**config.mk**
```make
export PLATFORM = sky130hd
export DESIGN_NAME = ist_ctrl
export DESIGN_NICKNAME = d
export VERILOG_FILES = /design/src/rtl/ist_pkg.sv /design/src/rtl/ist_ctrl.sv
export SDC_FILE = /design/constraint.sdc
export NUM_CORES = 1
export LEC_CHECK = 0
export BUFFER_PORTS_ARGS = -buffer_cell sky130_fd_sc_hd__clkbuf_2
export CAP_MARGIN = 20
export CORE_MARGIN = 2
export CORE_UTILIZATION = 51
export DETAILED_ROUTE_END_ITERATION = 16
export PLACE_DENSITY_LB_ADDON = 0.05
export RECOVER_POWER = 100
export SETUP_SLACK_MARGIN = 0.3
export SYNTH_ARGS = -nofsm -noshare
export SYNTH_HDL_FRONTEND = slang
export SYNTH_SLANG_ARGS = --single-unit
```
**constraint.sdc**
```tcl
create_clock -name clk -period 2.6 [get_ports clk]
set_input_delay 0.26 -clock clk [delete_from_list [all_inputs] [get_ports clk]]
set_output_delay 0.26 -clock clk [all_outputs]
set_load 0.05 [all_outputs]
```
**src/rtl/ist_pkg.sv**
```systemverilog
// Shared types, constants and codes of the identifier-to-slot hash table.
package ist_pkg;

	localparam int SLOT_COUNT_DEF   = 64;
	localparam int BUCKET_COUNT_DEF = 128;
	localparam int KEY_W            = 32;
	localparam int FUNC_W           = 2;
	localparam int STATUS_W         = 3;
	localparam logic [KEY_W-1:0] HASH_MULT = 32'd2654435761;

	typedef enum logic [FUNC_W-1:0] {
		FUNC_LOOKUP  = 2'd0,
		FUNC_CREATE  = 2'd1,
		FUNC_RELEASE = 2'd2
	} func_t;

	typedef enum logic [STATUS_W-1:0] {
		ST_FOUND      = 3'd0,
		ST_CREATED    = 3'd1,
		ST_NOT_FOUND  = 3'd2,
		ST_FULL       = 3'd3,
		ST_RELEASED   = 3'd4,
		ST_NOT_ACTIVE = 3'd5
	} status_t;

	typedef enum logic [3:0] {
		S_CLEAR,
		S_IDLE,
		S_HASH,
		S_HASH_WAIT,
		S_PROBE_RD,
		S_PROBE_CHK,
		S_WALK_RD,
		S_WALK_CHK,
		S_POP_RD,
		S_POP_WR,
		S_REL_RD,
		S_REL_CHK,
		S_LIST_RD,
		S_LIST_WR,
		S_DONE
	} state_t;

	// what the current probe is looking for
	typedef enum logic [1:0] {
		M_FIND,
		M_ERASE,
		M_REINS
	} mode_t;

	// bucket write sources
	typedef enum logic [2:0] {
		BW_SWEEP,
		BW_CLR_PROBE,
		BW_CLR_WALK,
		BW_FILL_REINS,
		BW_FILL_NEW
	} bkt_wsel_t;

	typedef struct packed {
		logic      accept;
		logic      hash_start;
		logic      probe_init;
		logic      probe_adv;
		logic      walk_init;
		logic      walk_adv;
		logic      load_walk;
		logic      load_owner;
		logic      bkt_rd_walk;
		logic      bkt_we;
		bkt_wsel_t bkt_wsel;
		logic      pop_commit;
		logic      list_rd;
		logic      list_wr;
		logic      set_res;
		status_t   res_code;
		logic      out_load;
		logic      clr_step;
	} cmd_t;

	typedef struct packed {
		logic [FUNC_W-1:0] func;
		logic              hash_done;
		logic              bkt_valid;
		logic              bkt_match;
		logic              probe_last;
		logic              walk_last;
		logic              pool_full;
		logic              sidx_bad;
		logic              out_free;
		logic              clr_last;
	} sts_t;

endpackage

```
**src/rtl/ist_ctrl.sv**
```systemverilog
// Sequencer of the hash table: probe, cluster repair, pop/push and list upkeep.
module ist_ctrl (
	input  logic                       clk,
	input  logic                       arst_n,
	input  logic                       in_valid,
	input  logic [ist_pkg::FUNC_W-1:0] in_func,
	input  ist_pkg::sts_t              sts,
	output logic                       in_ready,
	output ist_pkg::cmd_t              cmd,
	output ist_pkg::state_t            state
);
	ist_pkg::state_t state_q, state_d;
	ist_pkg::mode_t  mode_q, mode_d;
	logic hit, empty, last;

	assign hit   = sts.bkt_valid && sts.bkt_match;
	assign empty = !sts.bkt_valid;
	assign last  = sts.probe_last;

	always_ff @(posedge clk or negedge arst_n) begin
		if (!arst_n) begin
			state_q <= ist_pkg::S_CLEAR;
			mode_q  <= ist_pkg::M_FIND;
		end else begin
			state_q <= state_d;
			mode_q  <= mode_d;
		end
	end

	always_comb begin
		state_d = state_q;
		mode_d  = mode_q;
		case (state_q)
			ist_pkg::S_CLEAR: begin
				if (sts.clr_last) state_d = ist_pkg::S_IDLE;
			end
			ist_pkg::S_IDLE: begin
				if (in_valid) begin
					if (in_func == ist_pkg::FUNC_LOOKUP || in_func == ist_pkg::FUNC_CREATE) begin
						state_d = ist_pkg::S_HASH;
						mode_d  = ist_pkg::M_FIND;
					end else if (in_func == ist_pkg::FUNC_RELEASE) begin
						state_d = ist_pkg::S_REL_RD;
					end else begin
						state_d = ist_pkg::S_DONE;
					end
				end
			end
			ist_pkg::S_HASH:      state_d = ist_pkg::S_HASH_WAIT;
			ist_pkg::S_HASH_WAIT: begin
				if (sts.hash_done) state_d = ist_pkg::S_PROBE_RD;
			end
			ist_pkg::S_PROBE_RD:  state_d = ist_pkg::S_PROBE_CHK;
			ist_pkg::S_PROBE_CHK: begin
				case (mode_q)
					ist_pkg::M_FIND: begin
						if (hit) state_d = ist_pkg::S_DONE;
						else if (empty || last)
							state_d = (sts.func == ist_pkg::FUNC_CREATE && !sts.pool_full && empty)
								? ist_pkg::S_POP_RD : ist_pkg::S_DONE;
						else state_d = ist_pkg::S_PROBE_RD;
					end
					ist_pkg::M_ERASE: begin
						if (hit) state_d = ist_pkg::S_WALK_RD;
						else if (empty || last) state_d = ist_pkg::S_LIST_RD;
						else state_d = ist_pkg::S_PROBE_RD;
					end
					ist_pkg::M_REINS: begin
						if (empty || hit || last)
							state_d = sts.walk_last ? ist_pkg::S_LIST_RD : ist_pkg::S_WALK_RD;
						else state_d = ist_pkg::S_PROBE_RD;
					end
					default: state_d = ist_pkg::S_DONE;
				endcase
			end
			ist_pkg::S_WALK_RD:  state_d = ist_pkg::S_WALK_CHK;
			ist_pkg::S_WALK_CHK: begin
				if (sts.bkt_valid) begin
					state_d = ist_pkg::S_HASH;
					mode_d  = ist_pkg::M_REINS;
				end else begin
					state_d = ist_pkg::S_LIST_RD;
				end
			end
			ist_pkg::S_POP_RD:  state_d = ist_pkg::S_POP_WR;
			ist_pkg::S_POP_WR:  state_d = ist_pkg::S_DONE;
			ist_pkg::S_REL_RD:  state_d = ist_pkg::S_REL_CHK;
			ist_pkg::S_REL_CHK: begin
				if (sts.sidx_bad) begin
					state_d = ist_pkg::S_DONE;
				end else begin
					state_d = ist_pkg::S_HASH;
					mode_d  = ist_pkg::M_ERASE;
				end
			end
			ist_pkg::S_LIST_RD: state_d = ist_pkg::S_LIST_WR;
			ist_pkg::S_LIST_WR: state_d = ist_pkg::S_DONE;
			ist_pkg::S_DONE: begin
				if (sts.out_free) state_d = ist_pkg::S_IDLE;
			end
			default: state_d = ist_pkg::S_IDLE;
		endcase
	end

	always_comb begin
		cmd          = '0;
		cmd.bkt_wsel = ist_pkg::BW_SWEEP;
		cmd.res_code = ist_pkg::ST_NOT_FOUND;
		in_ready     = 1'b0;
		case (state_q)
			ist_pkg::S_CLEAR: begin
				cmd.clr_step = 1'b1;
				cmd.bkt_we   = 1'b1;
				cmd.bkt_wsel = ist_pkg::BW_SWEEP;
			end
			ist_pkg::S_IDLE: begin
				in_ready = 1'b1;
				if (in_valid) begin
					cmd.accept = 1'b1;
					// unused code answers not found at once
					if (in_func != ist_pkg::FUNC_LOOKUP && in_func != ist_pkg::FUNC_CREATE &&
					    in_func != ist_pkg::FUNC_RELEASE) begin
						cmd.set_res  = 1'b1;
						cmd.res_code = ist_pkg::ST_NOT_FOUND;
					end
				end
			end
			ist_pkg::S_HASH: cmd.hash_start = 1'b1;
			ist_pkg::S_HASH_WAIT: begin
				if (sts.hash_done) cmd.probe_init = 1'b1;
			end
			ist_pkg::S_PROBE_CHK: begin
				case (mode_q)
					ist_pkg::M_FIND: begin
						if (hit) begin
							cmd.set_res  = 1'b1;
							cmd.res_code = ist_pkg::ST_FOUND;
						end else if (empty || last) begin
							if (sts.func != ist_pkg::FUNC_CREATE) begin
								cmd.set_res  = 1'b1;
								cmd.res_code = ist_pkg::ST_NOT_FOUND;
							end else if (sts.pool_full || !empty) begin
								cmd.set_res  = 1'b1;
								cmd.res_code = ist_pkg::ST_FULL;
							end
						end else begin
							cmd.probe_adv = 1'b1;
						end
					end
					ist_pkg::M_ERASE: begin
						if (hit) begin
							cmd.bkt_we    = 1'b1;
							cmd.bkt_wsel  = ist_pkg::BW_CLR_PROBE;
							cmd.walk_init = 1'b1;
						end else if (!(empty || last)) begin
							cmd.probe_adv = 1'b1;
						end
					end
					ist_pkg::M_REINS: begin
						if (empty || hit) begin
							cmd.bkt_we   = 1'b1;
							cmd.bkt_wsel = ist_pkg::BW_FILL_REINS;
						end
						if (empty || hit || last) cmd.walk_adv = !sts.walk_last;
						else cmd.probe_adv = 1'b1;
					end
					default: begin
						cmd.set_res  = 1'b1;
						cmd.res_code = ist_pkg::ST_NOT_FOUND;
					end
				endcase
			end
			ist_pkg::S_WALK_RD: cmd.bkt_rd_walk = 1'b1;
			ist_pkg::S_WALK_CHK: begin
				if (sts.bkt_valid) begin
					cmd.bkt_we    = 1'b1;
					cmd.bkt_wsel  = ist_pkg::BW_CLR_WALK;
					cmd.load_walk = 1'b1;
				end
			end
			ist_pkg::S_POP_WR: begin
				cmd.pop_commit = 1'b1;
				cmd.bkt_we     = 1'b1;
				cmd.bkt_wsel   = ist_pkg::BW_FILL_NEW;
				cmd.set_res    = 1'b1;
				cmd.res_code   = ist_pkg::ST_CREATED;
			end
			ist_pkg::S_REL_CHK: begin
				if (sts.sidx_bad) begin
					cmd.set_res  = 1'b1;
					cmd.res_code = ist_pkg::ST_NOT_ACTIVE;
				end else begin
					cmd.load_owner = 1'b1;
				end
			end
			ist_pkg::S_LIST_RD: cmd.list_rd = 1'b1;
			ist_pkg::S_LIST_WR: begin
				cmd.list_wr  = 1'b1;
				cmd.set_res  = 1'b1;
				cmd.res_code = ist_pkg::ST_RELEASED;
			end
			ist_pkg::S_DONE: begin
				if (sts.out_free) cmd.out_load = 1'b1;
			end
			default: ;
		endcase
	end

	assign state = state_q;
endmodule

```
==> results.md <==
* Crit path max fanout at 7
* Tcrit/Tclk final at 0.8834
* Die X at 47.77 um
* DR vias at 1170
* DRT Pass-1 Iters at 4
* Top-area cell type share of the netlist area at 0.1536
* Synthesized area at 977.2 um2
* Endpoints failing setup at 0
* Critical Path Start Type: register
* Largest area contributor in the netlist: dfrtp_1
* Drt drc at 0
* Worst Path Arrival at 2040 ps
* Seq/Total Area, Yosys at 0.1536
* DRT antenna net count at 0
* # H-tree levels at 1
* Yosys cell types at between 40 and 50
* Syn avg cell area at 7.185 um2
* Area Overhead vs Synth at 27.79%
* Starting density of the core at 0.5539
* WS Path Type: reg -> out
* PwrDens at 1373 nW/um2
* Setup TNS at 0 ps
* Post-synth EDFFs at 0
* Synth top area cells: dfrtp_1 15%, ha_1 5.1%, nor2_1 5.0%, a21oi_1 4.6%, buf_2 4.6%
* # diodes at 0
* IO buf count at 42
* RD Place Congestion at 0.8684
* VDD IR max at 0.0007828 V
* Layout cells sized above 1 at 0.2529
* GR Overflow Total at 0
* Max-Cap Viols at 0
* Cell area after placement at 1221 um2
* Die area at 2282 um2
* Final Hold Violating Endpoints at 0
* Worst EP required at around 2300 ps
* Drt wl/cell at 13.94 um
* Multi-input gate area at 788.3 um2
* WL final at 2774 um
* Die height at 47.77 um
* Status: completed
* Seq. cell area at between 150 and 200 um2
* CP max stage cell: clkbuf_1
* Asr flop ratio synth at 1.000
* Syn. warnings at 0
* Final Max Slew Viols at 0
* Syn nets at 156
* Clock buffer depth at 2
* CTS clk-pin slew, worst paths at 50 ps
* Initial antenna violation count at 0
* Crit-path cells: inv_1 > ha_4 > a21bo_2 > a31oi_1 > o21ai_0 > nand2_1 > clkbuf_1
* Number of placed I/O pins at 43
* HP Class: in -> reg
* Slew @ Worst Pin at 609.3 ps
* Crit end category: output pin
* Leakage at roughly 0.53 nW
* Seq cells post-synth at 6
* Layout Nets at 195
* Clk Latency, worst-skew pair at 240 ps
* Worst relative slew slack at 0.5955
* Count of clock tree sinks at 6
* CP max stage delay at about 460 ps
* Drt initial violations at 36
* Final Hold Slack at around 340 ps
* Total CTS buffers at 3
* DP HPWL at 2156 um
* Synth Flop Type: dfrtp_1
* Fmax at 435.4 MHz
* Root buffer cell: clkbuf_4
* First-pass GRT wire length at 4429 um
* Final Instance Area at 1249 um2
* Cells after Synth at 136
* Number of vias per cell at 5.879
* Largest net degree at the start of global routing at 29
* Row count at 15
* RSZ-0062 raised after global routing: false
* Core area at 1764 um2
* Fin crit period at about 2300 ps
* CTS tree: built
* Number of global-route vias before repair at 980
* Filler cells at 165
* Total track usage at 0.2637
* Worst Skew at 5.699 ps
[where the power goes]
group / internal (mW) / switching, mW
Clock: 0.0581 / 0.0327
Sequential: 0.141 / 0.0776
Combinational: 0.434 / 0.972
[critical path: cells and delay by family (launching register included)]
kind	cells	cell delay, ps
AND/OR/NAND/NOR	1	90
adder cells (fa/ha/maj)	1	190
buffers and inverters	2	590
flip-flops	1	410
AO/OA/AOI/OAI	3	510
[cell usage after synthesis (all sizes together), types with 2 or more instances]
library cell	count
nor2	14
buf	12
nand2	10
a21oi	9
nand3	7
nor3	7
o21ai	7
dfrtp	6
inv	6
nand2b	6
nor2b	5
a21o	4
a31oi	4
ha	4
nor4	3
a221o	2
mux2i	2
nand3b	2
nor3b	2
nor4bb	2
o211ai	2
[cell families (layout without fill, tap and decap cells)]
logic type,count (synthesis),count (layout),synth area share
buf+inv,19,57,0.09602
mux,2,2,0.02049
simple gates,67,67,0.4085
xor+xnor,1,1,0.008965
flops,6,6,0.1536
fa+ha+maj,4,4,0.05122
compound gates,37,37,0.2612
[sequential cells by signal (all words and copies together), names as in the netlist]
name / count
mode_q: 2
state: 4
[layer usage]
layer / up-vias / GRT usage / wire, um
li1: 577 / - / -
met1: 540 / 0.3960 / 1315
met2: 47 / 0.3893 / 1265
met3: 6 / 0.01509 / 127
met4: 0 / 0.1027 / 65
met5: - / 0 / 0
[stage by stage]
stage / power [mW] / util / std cells / worst slack (ps)
finish: 1.715 / 0.7078 / 199 / 303.1
floorplan: 1.362 / - / 136 / 96.58
global route: 1.845 / 0.7078 / 199 / 180.5
detailed placement: 1.605 / 0.6922 / 194 / 449.8
global placement: 1.587 / 0.6922 / 194 / 582.8
CTS: 1.716 / 0.7191 / 199 / 304.2
[cell usage in the layout, fill, tap and decap left out, types with 3 or more instances in the layout]
| cell type | netlist | final |
|---|---|---|
| nor2_1 | 13 | 11 |
| nor3_1 | 7 | 5 |
| a31oi_1 | 4 | 4 |
| nor2b_1 | 5 | 5 |
| ha_1 | 4 | 3 |
| buf_4 | 3 | 3 |
| clkbuf_2 | 0 | 18 |
| a21oi_1 | 9 | 9 |
| nand3_1 | 6 | 6 |
| o21ai_0 | 4 | 4 |
| dfrtp_1 | 6 | 5 |
| clkbuf_1 | 1 | 25 |
| inv_1 | 6 | 6 |
| nand2b_1 | 6 | 6 |
| nand2_1 | 10 | 10 |
| a21o_1 | 4 | 4 |
| o21ai_1 | 3 | 3 |
| clkbuf_4 | 0 | 3 |
[cell type report]
type,instances,share of cell area
multi-input combinational,111,0.6313
timing repair buffer,47,0.1814
sequential,6,0.1232
tap,25,0.02505
clock buffer,4,0.02104
inverter,6,0.01804
[repair_timing]
item,4_1_cts,5_1_grt
gates resized for setup,3,4
endpoints found under the hold margin,6,0
hold buffers,1,0
buffers inserted,0,0
endpoints found under the setup margin,2,5
[worst paths after layout]
check | startpoint | endpoint | slack (ps) | cells past startpoint
worst min register to register | mode_q[1]$_DFFE_PN0P_ | mode_q[1]$_DFFE_PN0P_ | 540 | 1
worst max-delay path | mode_q[0]$_DFFE_PN0P_ | cmd[3] | 300 | 7
worst min-delay path | sts[0] | state[0]$_DFFE_PN0P_ | 340 | 3
worst max register to register | state[2]$_DFFE_PN0P_ | state[2]$_DFFE_PN0P_ | 870 | 5
max in group asynchronous | arst_n | state[0]$_DFFE_PN0P_ | 1930 | 2
min in group asynchronous | arst_n | state[1]$_DFFE_PN0P_ | 410 | 2
Power figures use the tool's default switching activity.
